### src/rtl/clg_pkg.sv
// clg_pkg: shared widths, constants, register indexes and sequencer states
// for the compressor / limiter / gate block. No dependencies.
package clg_pkg;

  localparam int SAMPLE_W   = 24;
  localparam int COEF_W     = 24;
  localparam int THR_W      = 27;
  localparam int GTHR_W     = 25;
  localparam int CFG_W      = 27;
  localparam int IDX_W      = 3;
  localparam int MUL_A_W    = 27;
  localparam int MUL_B_W    = 24;
  localparam int PROD_W     = MUL_A_W + MUL_B_W;
  localparam int DEN_W      = 28;
  localparam int DIVIDEND_W = 51;
  localparam int QUOT_W     = 24;

  localparam logic [COEF_W-1:0]     ONE_Q23   = 24'h800000;
  localparam logic [SAMPLE_W-1:0]   MAX_POS   = 24'h7FFFFF;
  localparam logic [SAMPLE_W-1:0]   MIN_NEG   = 24'h800000;
  localparam logic [DIVIDEND_W-1:0] LIMIT_ONE = 51'h80000000000;

  localparam logic [IDX_W-1:0] REG_COMP_THRESHOLD     = 3'd0;
  localparam logic [IDX_W-1:0] REG_RATIO_COEFF        = 3'd1;
  localparam logic [IDX_W-1:0] REG_MAKEUP_GAIN        = 3'd2;
  localparam logic [IDX_W-1:0] REG_ATTACK_COEFF       = 3'd3;
  localparam logic [IDX_W-1:0] REG_RELEASE_COEFF      = 3'd4;
  localparam logic [IDX_W-1:0] REG_GATE_THRESHOLD     = 3'd5;
  localparam logic [IDX_W-1:0] REG_GATE_ATTACK_COEFF  = 3'd6;
  localparam logic [IDX_W-1:0] REG_GATE_RELEASE_COEFF = 3'd7;

  typedef enum logic [4:0] {
    S_IDLE,
    S_PEAK,
    S_LE_REL,
    S_HP_REL,
    S_ATK,
    S_COMP,
    S_COMP_DEN,
    S_COMP_DIV_START,
    S_DIV_COMP,
    S_LIM,
    S_LIM_CHK,
    S_DIV_LIM,
    S_GATE,
    S_GATE_UPD,
    S_FIN,
    S_FIN_GAIN,
    S_OUT_A,
    S_OUT_B,
    S_PUSH
  } state_t;

endpackage

### src/rtl/clg_div.sv
// clg_div: restoring unsigned divider, one quotient bit per cycle.
// Needs dividend < divisor * 2^QUOT_W. Depends on clg_pkg.
module clg_div
  import clg_pkg::*;
(
  input  logic                  clk,
  input  logic                  rst,
  input  logic                  start,
  input  logic [DIVIDEND_W-1:0] dividend,
  input  logic [DEN_W-1:0]      divisor,
  output logic                  done,
  output logic [QUOT_W-1:0]     quotient
);

  localparam int CNT_W = $clog2(QUOT_W + 1);

  logic [DEN_W-1:0]  rem;
  logic [DEN_W-1:0]  dsr;
  logic [QUOT_W-1:0] shreg;
  logic [CNT_W-1:0]  cnt;
  logic              busy;

  logic [DEN_W:0]    shifted;
  logic [DEN_W:0]    diff;
  logic              fits;
  logic [DEN_W-1:0]  rem_next;

  always_comb begin
    shifted  = {rem, shreg[QUOT_W-1]};
    fits     = shifted >= {1'b0, dsr};
    diff     = shifted - {1'b0, dsr};
    rem_next = fits ? diff[DEN_W-1:0] : shifted[DEN_W-1:0];
  end

  always_ff @(posedge clk) begin
    if (rst) begin
      busy <= 1'b0;
      cnt  <= '0;
      done <= 1'b0;
    end else begin
      done <= 1'b0;
      if (start) begin
        busy <= 1'b1;
        cnt  <= CNT_W'(QUOT_W);
      end else if (busy) begin
        cnt <= cnt - CNT_W'(1);
        if (cnt == CNT_W'(1)) begin
          busy <= 1'b0;
          done <= 1'b1;
        end
      end
    end
  end

  always_ff @(posedge clk) begin
    if (start) begin
      rem   <= DEN_W'(dividend[DIVIDEND_W-1:QUOT_W]);
      shreg <= dividend[QUOT_W-1:0];
      dsr   <= divisor;
    end else if (busy) begin
      rem   <= rem_next;
      shreg <= {shreg[QUOT_W-2:0], fits};
    end
  end

  assign quotient = shreg;

endmodule

### src/rtl/compressor_limiter_gate_unit.sv
// compressor_limiter_gate_unit: peak-envelope compressor, limiter and noise gate
// a request runs through the sequencer states from acceptance to result valid;
// the compressor and the limiter may each add a division
// throughput: a new request is taken only once the sequencer is back in idle;
// set by one shared 27x24 multiplier over up to ten products and a divider used up to twice
// reset: envelopes, held peak, sequencer and output valid cleared; registers to defaults
module compressor_limiter_gate_unit
  import clg_pkg::*;
#(
  parameter int CHANNELS = 2
) (
  input  logic                clk,
  input  logic                rst,
  // input request channel
  input  logic                in_valid,
  output logic                in_stall,
  input  logic [SAMPLE_W-1:0] sample_a,
  input  logic [SAMPLE_W-1:0] sample_b,
  // result channel
  output logic                out_valid,
  input  logic                out_stall,
  output logic [SAMPLE_W-1:0] out_a,
  output logic [SAMPLE_W-1:0] out_b,
  // configuration write port
  input  logic                cfg_we,
  input  logic [IDX_W-1:0]    cfg_index,
  input  logic [CFG_W-1:0]    cfg_data
);

  // only the first two channels exist on the ports
  localparam logic USE_B = (CHANNELS >= 2);

  // ---------------------------------------------------------------------------
  // helpers
  // ---------------------------------------------------------------------------
  // coefficients above 1.0 act as exactly 1.0
  function automatic logic [COEF_W-1:0] clamp_one(input logic [COEF_W-1:0] c);
    return (c > ONE_Q23) ? ONE_Q23 : c;
  endfunction

  // restore sign and saturate a scaled magnitude to 24 bits
  function automatic logic [SAMPLE_W-1:0] sat_out(input logic neg,
                                                  input logic [26:0] p);
    logic [SAMPLE_W-1:0] r;
    if (neg) begin
      r = (p > 27'(ONE_Q23)) ? MIN_NEG : (~p[SAMPLE_W-1:0] + 24'd1);
    end else begin
      r = (p > 27'(MAX_POS)) ? MAX_POS : p[SAMPLE_W-1:0];
    end
    return r;
  endfunction

  // ---------------------------------------------------------------------------
  // configuration registers
  // ---------------------------------------------------------------------------
  logic [THR_W-1:0]  comp_threshold;
  logic [COEF_W-1:0] ratio_coeff;
  logic [COEF_W-1:0] makeup_gain;
  logic [COEF_W-1:0] attack_coeff;
  logic [COEF_W-1:0] release_coeff;
  logic [GTHR_W-1:0] gate_threshold;
  logic [COEF_W-1:0] gate_attack_coeff;
  logic [COEF_W-1:0] gate_release_coeff;

  always_ff @(posedge clk) begin
    if (rst) begin
      comp_threshold     <= 27'd1052829;
      ratio_coeff        <= 24'd1761608;
      makeup_gain        <= 24'd2092143;
      attack_coeff       <= 24'd17392;
      release_coeff      <= 24'd8386861;
      gate_threshold     <= 25'h1800000;   // -1.0, gate always open
      gate_attack_coeff  <= 24'd832700;
      gate_release_coeff <= 24'd8379879;
    end else if (cfg_we) begin
      case (cfg_index)
        REG_COMP_THRESHOLD:     comp_threshold     <= cfg_data[THR_W-1:0];
        REG_RATIO_COEFF:        ratio_coeff        <= cfg_data[COEF_W-1:0];
        REG_MAKEUP_GAIN:        makeup_gain        <= cfg_data[COEF_W-1:0];
        REG_ATTACK_COEFF:       attack_coeff       <= cfg_data[COEF_W-1:0];
        REG_RELEASE_COEFF:      release_coeff      <= cfg_data[COEF_W-1:0];
        REG_GATE_THRESHOLD:     gate_threshold     <= cfg_data[GTHR_W-1:0];
        REG_GATE_ATTACK_COEFF:  gate_attack_coeff  <= cfg_data[COEF_W-1:0];
        REG_GATE_RELEASE_COEFF: gate_release_coeff <= cfg_data[COEF_W-1:0];
        default: ;
      endcase
    end
  end

  logic [COEF_W-1:0] at_c, re_c, ga_c, gr_c;
  assign at_c = clamp_one(attack_coeff);
  assign re_c = clamp_one(release_coeff);
  assign ga_c = clamp_one(gate_attack_coeff);
  assign gr_c = clamp_one(gate_release_coeff);

  // ---------------------------------------------------------------------------
  // datapath registers
  // ---------------------------------------------------------------------------
  state_t state, state_next;

  logic [COEF_W-1:0]   level_envelope;  // Q0.23, at most 1.0
  logic [COEF_W-1:0]   held_peak;
  logic [COEF_W-1:0]   gate_envelope;

  logic                sign_a, sign_b;
  logic [SAMPLE_W-1:0] mag_a, mag_b;    // magnitudes, -1.0 maps to 1.0
  logic [SAMPLE_W-1:0] peak;
  logic [QUOT_W-1:0]   gain;            // Q4.20
  logic [DEN_W-1:0]    den;
  logic                gate_open;
  logic [SAMPLE_W-1:0] res_a;

  // shared multiplier, product registered every cycle
  logic [MUL_A_W-1:0]  mul_a;
  logic [MUL_B_W-1:0]  mul_b;
  logic [PROD_W-1:0]   prod;

  always_ff @(posedge clk) begin
    prod <= PROD_W'(mul_a) * PROD_W'(mul_b);
  end

  // shared divider
  logic                  div_start;
  logic [DIVIDEND_W-1:0] div_dividend;
  logic [DEN_W-1:0]      div_divisor;
  logic                  div_done;
  logic [QUOT_W-1:0]     div_quot;

  clg_div u_div (
    .clk      (clk),
    .rst      (rst),
    .start    (div_start),
    .dividend (div_dividend),
    .divisor  (div_divisor),
    .done     (div_done),
    .quotient (div_quot)
  );

  // derived compares on current register values; out_free also looks at out_stall
  logic [SAMPLE_W-1:0] peak_now;
  logic                le_above_th;
  logic [THR_W-1:0]    le_minus_th;
  logic                gate_open_now;
  logic                out_free;

  always_comb begin
    peak_now      = (USE_B && (mag_b > mag_a)) ? mag_b : mag_a;
    le_above_th   = {3'b000, level_envelope} > comp_threshold;
    le_minus_th   = {3'b000, level_envelope} - comp_threshold;
    gate_open_now = $signed({2'b00, level_envelope}) >
                    $signed({gate_threshold[GTHR_W-1], gate_threshold});
    out_free      = !out_valid || !out_stall;
  end

  // ---------------------------------------------------------------------------
  // sequencer: state register
  // ---------------------------------------------------------------------------
  always_ff @(posedge clk) begin
    if (rst) begin
      state <= S_IDLE;
    end else begin
      state <= state_next;
    end
  end

  // next state, multiplier operands and divider requests
  always_comb begin
    state_next   = state;
    mul_a        = '0;
    mul_b        = '0;
    div_start    = 1'b0;
    div_dividend = prod[DIVIDEND_W-1:0];
    div_divisor  = den;
    case (state)
      S_IDLE: begin
        if (in_valid) state_next = S_PEAK;
      end
      S_PEAK: begin
        // release step of the level envelope
        mul_a      = {3'b000, level_envelope};
        mul_b      = re_c;
        state_next = S_LE_REL;
      end
      S_LE_REL: begin
        mul_a      = {3'b000, held_peak};
        mul_b      = re_c;
        state_next = S_HP_REL;
      end
      S_HP_REL: begin
        // level_envelope already holds the released value here
        if (peak > level_envelope) begin
          mul_a      = {3'b000, at_c};
          mul_b      = peak - level_envelope;
          state_next = S_ATK;
        end else begin
          state_next = S_COMP;
        end
      end
      S_ATK: begin
        state_next = S_COMP;
      end
      S_COMP: begin
        if (le_above_th) begin
          mul_a      = {3'b000, ratio_coeff};
          mul_b      = le_minus_th[COEF_W-1:0];
          state_next = S_COMP_DEN;
        end else begin
          state_next = S_LIM;
        end
      end
      S_COMP_DEN: begin
        // numerator makeup * threshold
        mul_a      = comp_threshold;
        mul_b      = makeup_gain;
        state_next = S_COMP_DIV_START;
      end
      S_COMP_DIV_START: begin
        // zero divisor keeps the makeup gain
        if (den != '0) begin
          div_start  = 1'b1;
          state_next = S_DIV_COMP;
        end else begin
          state_next = S_LIM;
        end
      end
      S_DIV_COMP: begin
        if (div_done) state_next = S_LIM;
      end
      S_LIM: begin
        mul_a      = {3'b000, gain};
        mul_b      = held_peak;
        state_next = S_LIM_CHK;
      end
      S_LIM_CHK: begin
        // gain times held peak above 1.0: gain becomes 1 / held peak
        if ((held_peak != '0) && (prod > LIMIT_ONE)) begin
          div_start    = 1'b1;
          div_dividend = LIMIT_ONE;
          div_divisor  = {4'b0000, held_peak};
          state_next   = S_DIV_LIM;
        end else begin
          state_next = S_GATE;
        end
      end
      S_DIV_LIM: begin
        if (div_done) state_next = S_GATE;
      end
      S_GATE: begin
        if (gate_open_now) begin
          mul_a = {3'b000, ga_c};
          mul_b = ONE_Q23 - gate_envelope;
        end else begin
          mul_a = {3'b000, gate_envelope};
          mul_b = gr_c;
        end
        state_next = S_GATE_UPD;
      end
      S_GATE_UPD: begin
        state_next = S_FIN;
      end
      S_FIN: begin
        mul_a      = {3'b000, gain};
        mul_b      = gate_envelope;
        state_next = S_FIN_GAIN;
      end
      S_FIN_GAIN: begin
        state_next = S_OUT_A;
      end
      S_OUT_A: begin
        mul_a      = {3'b000, mag_a};
        mul_b      = gain;
        state_next = S_OUT_B;
      end
      S_OUT_B: begin
        mul_a      = {3'b000, mag_b};
        mul_b      = gain;
        state_next = S_PUSH;
      end
      S_PUSH: begin
        // keep channel b product alive while the output register is busy
        mul_a = {3'b000, mag_b};
        mul_b = gain;
        if (out_free) state_next = S_IDLE;
      end
      default: begin
        state_next = S_IDLE;
      end
    endcase
  end

  // no request is taken while reset is held
  assign in_stall = rst || (state != S_IDLE);

  // ---------------------------------------------------------------------------
  // envelope state, cleared by reset
  // ---------------------------------------------------------------------------
  always_ff @(posedge clk) begin
    if (rst) begin
      level_envelope <= '0;
      held_peak      <= '0;
      gate_envelope  <= '0;
    end else begin
      case (state)
        S_LE_REL:   level_envelope <= prod[46:23];
        S_HP_REL:   held_peak      <= prod[46:23];
        S_ATK: begin
          level_envelope <= level_envelope + prod[46:23];
          held_peak      <= peak;
        end
        S_GATE_UPD: begin
          gate_envelope <= gate_open ? (gate_envelope + prod[46:23]) : prod[46:23];
        end
        default: ;
      endcase
    end
  end

  // ---------------------------------------------------------------------------
  // per-request payload registers
  // ---------------------------------------------------------------------------
  always_ff @(posedge clk) begin
    case (state)
      S_IDLE: begin
        sign_a <= sample_a[SAMPLE_W-1];
        sign_b <= sample_b[SAMPLE_W-1];
        mag_a  <= sample_a[SAMPLE_W-1] ? (~sample_a + 24'd1) : sample_a;
        mag_b  <= sample_b[SAMPLE_W-1] ? (~sample_b + 24'd1) : sample_b;
      end
      S_PEAK:      peak <= peak_now;
      S_COMP:      gain <= makeup_gain;
      S_COMP_DEN:  den  <= {1'b0, comp_threshold} + DEN_W'(prod[46:22]);
      S_DIV_COMP:  if (div_done) gain <= div_quot;
      S_DIV_LIM:   if (div_done) gain <= div_quot;
      S_GATE:      gate_open <= gate_open_now;
      S_FIN_GAIN:  gain <= prod[46:23];
      S_OUT_B:     res_a <= sat_out(sign_a, prod[46:20]);
      default: ;
    endcase
  end

  // ---------------------------------------------------------------------------
  // output register
  // ---------------------------------------------------------------------------
  always_ff @(posedge clk) begin
    if (rst) begin
      out_valid <= 1'b0;
    end else if ((state == S_PUSH) && out_free) begin
      out_valid <= 1'b1;
    end else if (!out_stall) begin
      out_valid <= 1'b0;
    end
  end

  always_ff @(posedge clk) begin
    if ((state == S_PUSH) && out_free) begin
      out_a <= res_a;
      out_b <= USE_B ? sat_out(sign_b, prod[46:20]) : '0;
    end
  end

  // ---------------------------------------------------------------------------
  // checks
  // ---------------------------------------------------------------------------
  a_level_le_one: assert property (@(posedge clk) disable iff (rst)
    level_envelope <= ONE_Q23)
    else $error("level envelope above 1.0");

  a_gate_le_one: assert property (@(posedge clk) disable iff (rst)
    gate_envelope <= ONE_Q23)
    else $error("gate envelope above 1.0");

  a_hold_le_one: assert property (@(posedge clk) disable iff (rst)
    held_peak <= ONE_Q23)
    else $error("held peak above 1.0");

  a_accept_starts: assert property (@(posedge clk) disable iff (rst)
    (in_valid && !in_stall) |=> (state == S_PEAK))
    else $error("accepted request did not start the sequence");

  a_div_done_waited: assert property (@(posedge clk) disable iff (rst)
    div_done |-> ((state == S_DIV_COMP) || (state == S_DIV_LIM)))
    else $error("divider finished outside a wait state");

endmodule
### config.mk
export PLATFORM = sky130hd
export DESIGN_NAME = compressor_limiter_gate_unit
export DESIGN_NICKNAME = d
export VERILOG_FILES = /design/src/rtl/clg_pkg.sv /design/src/rtl/clg_div.sv /design/src/rtl/compressor_limiter_gate_unit.sv
export SDC_FILE = /design/constraint.sdc
export NUM_CORES = 2
export LEC_CHECK = 0
export ABC_CLOCK_PERIOD_IN_PS = 19600
export BUFFER_PORTS_ARGS = -buffer_cell sky130_fd_sc_hd__buf_2
export CORE_ASPECT_RATIO = 2
export CORE_MARGIN = 8
export CORE_UTILIZATION = 50
export DETAILED_ROUTE_END_ITERATION = 7
export PLACE_DENSITY = 0.63
export SETUP_SLACK_MARGIN = 0.1
export SYNTH_ARGS = -nofsm -noshare
export SYNTH_HDL_FRONTEND = slang
export SYNTH_SLANG_ARGS = --single-unit
### constraint.sdc
create_clock -name clk -period 19.6 [get_ports clk]
set_input_delay 1.96 -clock clk [delete_from_list [all_inputs] [get_ports clk]]
set_output_delay 1.96 -clock clk [all_outputs]
set_load 0.03 [all_outputs]
==> metrics.md <==
| Metric | Value |
|---|---|
| Status | `finished, final reports clean` |
| Met2 usage | `between 60% and 70%` |
| # DRC | `0` |
| Synth Area in Adders | `27.0%` |
| CP Launch Type | `flip-flop` |
| Synth Area in Compound Gates | `roughly 17%` |
| CP max stage delay | `920 ps` |
| Post-layout util | `53.9%` |
| Initial core utilization | `50.4%` |
| GRT Total Usage | `about two fifths` |
| Ys flop type | `dfxtp_1` |
| Syn Std Cell Area | `58,600 sq um` |
| Worst Hold Class | `reg2reg` |
| Core Area | `116,000 sq um` |
| Area delta synth->final | `6.92%` |
| Critical path's slowest cell | `a221o_1` |
| Post-DRT Antenna Nets | `0` |
| CTS tree | `yes` |
| EDFF count, synth | `approximately 280` |
| Crit-path max FO | `60` |
| Share of the synthesized area in the top cell type | `18.9%` |
| Layout fillers | `11,100` |
| R2R Setup Slk | `7490 ps` |
| #FFs+latches synth | `just over 600` |
| Row count | `approximately 180` |
| Vias in the first global route | `54,500` |
| Num ports | `133` |
| Clock tree buffer depth | `3` |
| Fin. max-slew vios | `0` |
| Routability cong. | `1.07` |
| HPWL after DPL | `207,000 um` |
| Critical Path AT | `12,640 ps` |
| Global routing's busiest layer | `met2` |
| Cts bufs inserted | `54` |
| Ranking of synthesized cells by area | `fa_1, edfxtp_1, dfxtp_1` |
| DR WL/cell | `32.0 um` |
| Static leakage | `between 20 and 30 nW` |
| Die W | `258 um` |
| Async SR Flop Fraction | `0%` |
| Post-CTS setup buffer count | `0` |
| Cells after Synth | `6,742` |
| Layout Nets | `7,703` |
| Pwr dens | `roughly 65 nW/um^2` |
| Syn nets | `7,758` |
| Met1 Use GR | `37.1%` |
| Setup TNS after final layout | `0 ps` |
| Area leader, netlist | `fa_1` |
| Antenna violations before repair | `31` |
| Largest net degree at the start of global routing | `125` |
| Die Footprint | `129,000 sq um` |
| Avg Inst Size Synth | `between 8 and 9 sq um` |
| CP Capture Type | `flip-flop` |
| Fin cells | `8,278` |
| Post-Place Cell Area | `about 61,000 sq um` |
| WHS | `419 ps` |
| Met3 Track Usage GR | `~9.1%` |
| Gr ovfl total | `0` |
| Ratio of cells with drive above 1 in the final layout | `under 10%` |
| Cell area after layout | `62,600 sq um` |
| Post-Synth XOR/XNOR Area | `3.38%` |
| Clk pin slew, worst setup/hold paths | `90 ps` |
| Post-CTS sizing | `0` |
| Measured slew at the worst slew-check pin | `1430 ps` |
| Maximum vdd drop | `0.0830 mV` |
| CTS sink cnt | `611` |
| Main combinational cell family by area after synthesis | `adder cells` |
| Worst skew pair latency | `690 ps` |
| Worst Path Required | `20,120 ps` |
| Clock Skew | `around 52 ps` |
| Post-synthesis simple-gate area fraction | `17.1%` |
| Final setup viols | `0` |
| Hold_buf cts | `0` |
| Clock period minus worst slack | `around 12,000 ps` |
| Via Count | `53,300` |
| RSZ-0062 raised after global routing | `no` |
| 1st-pass router iterations | `5` |
| Drt via density | `between 6 and 7` |
| Slew HR | `3.56%` |
| Fin crit share | `between 60% and 70%` |
| First-pass GRT wire length | `376,000 um` |
| Highest clock rate | `a little over 80 MHz` |
| Final Hold Vio Count | `0` |
| Max_cap viols | `0` |
| Die height | `about 500 um` |
| Sequential share of the synthesized area | `25.6%` |
| Inst Count DP | `8,152` |
| DRT iter0 DRCs | `4,775` |
| Root buffer cell | `clkbuf_16` |
| Mux contribution to synthesized area | `1.22%` |
| Routed wire length | `265,000 um` |
| Crit Path Class | `reg2reg` |
| Count of cell types in the netlist | `100` |
| Synth warn | `0` |
| I/O Buffers | `~130` |
| CTS H-tree lvls | `2` |
| CP most frequent cell | `fa_1` |
## final timing paths
check,end,cells past startpoint,from
worst min-delay path,out_a[16],0,res_a[16]
worst max-delay path,prod[47],34,level_envelope[23]
worst min register to register,out_a[16],0,res_a[16]
worst max register to register,prod[47],34,level_envelope[23]
## critical path, delay by kind of cell, from the launching register on
| kind | cells | cell delay [ps] |
|---|---|---|
| AO/OA/AOI/OAI | 11 | 4610 |
| XOR/XNOR | 1 | 170 |
| adder cells (fa/ha/maj) | 9 | 4230 |
| buffers and inverters | 7 | 870 |
| flip-flops | 1 | 410 |
| AND/OR/NAND/NOR | 6 | 1570 |
## cell type report
cell class / count / area, sq um / share of cell area (%)
Antenna cell: 25 / 62.6 / 0.0999
Clock buffer: 68 / 1560 / 2.49
Clock inverter: 33 / 324 / 0.518
Inverter: 882 / 3310 / 5.29
Multi-Input combinational cell: 4854 / 38600 / 61.7
Sequential cell: 611 / 15000 / 24.0
Tap cell: 1521 / 1900 / 3.04
Timing Repair Buffer: 284 / 1820 / 2.91
## through the flow
step                worst slack [ps]  total power [mW]
detailed placement              7950              2.83
floorplan                      10460              2.30
CTS                             7900              4.00
global route                    7130              4.16
global placement                7980              2.82
finish                          7490              4.05
## power by group
part / switching, mW / internal (mW)
Combinational: 0.917 / 0.417
Sequential: 0.111 / 1.43
Clock: 0.564 / 0.615
## layout by cell type, fill, tap and decap left out, types with 73 or more instances in the layout
cell type and count:
a21o_1 73, a21oi_1 372, a221o_1 95, and2_1 96, buf_2 131, buf_4 151
dfxtp_1 332, edfxtp_1 278, fa_1 554, ha_1 379, inv_1 878, nand2_1 1170
nand3_1 181, nor2_1 317, nor3_1 80, o211ai_1 81, o21ai_0 206, xnor2_1 165
## state kept, by name, indices dropped and copies added (netlist names), 25 cells and up
register / flops
prod: 51
u_div.rem: 28
den: 28
comp_threshold: 27
u_div.dsr: 28
gate_threshold: 25
## cells by family after synthesis
| kind of cell | after synthesis |
|---|---|
| AO/OA/AOI/OAI | 1397 |
| XOR/XNOR | 226 |
| adder cells (fa/ha/maj) | 933 |
| buffers and inverters | 1277 |
| flip-flops | 611 |
| multiplexers | 65 |
| AND/OR/NAND/NOR | 2233 |
## metal layers
| layer | share of wire (%) | vias to the layer above |
|---|---|---|
| met5 | 0.027 | - |
| met4 | 14 | 10 |
| met3 | 7.8 | 1328 |
| met2 | 49 | 2901 |
| met1 | 30 | 26300 |
| li1 | - | 22800 |
## cells in the mapped netlist, drive strengths merged (14+ instances only)
cell,number
nand2,1171
inv,882
fa,554
a21oi,380
ha,379
dfxtp,333
nor2,320
edfxtp,278
clkbuf,258
o21ai,224
nand3,182
xnor2,165
buf,137
and2,99
a221o,95
o211ai,89
nor3,85
a21o,73
a22oi,70
nand2b,67
a221oi,64
nor4,62
xor2,61
and3,51
mux2,51
nor2b,48
nand4,42
a311oi,40
o21a,40
or3,38
a31oi,37
a211oi,36
a22o,36
o31ai,33
o2111ai,23
o21bai,23
o311ai,20
a21boi,17
o211a,17
or2,16
mux2i,14
Note: power is estimated with default switching activity, not from simulation.
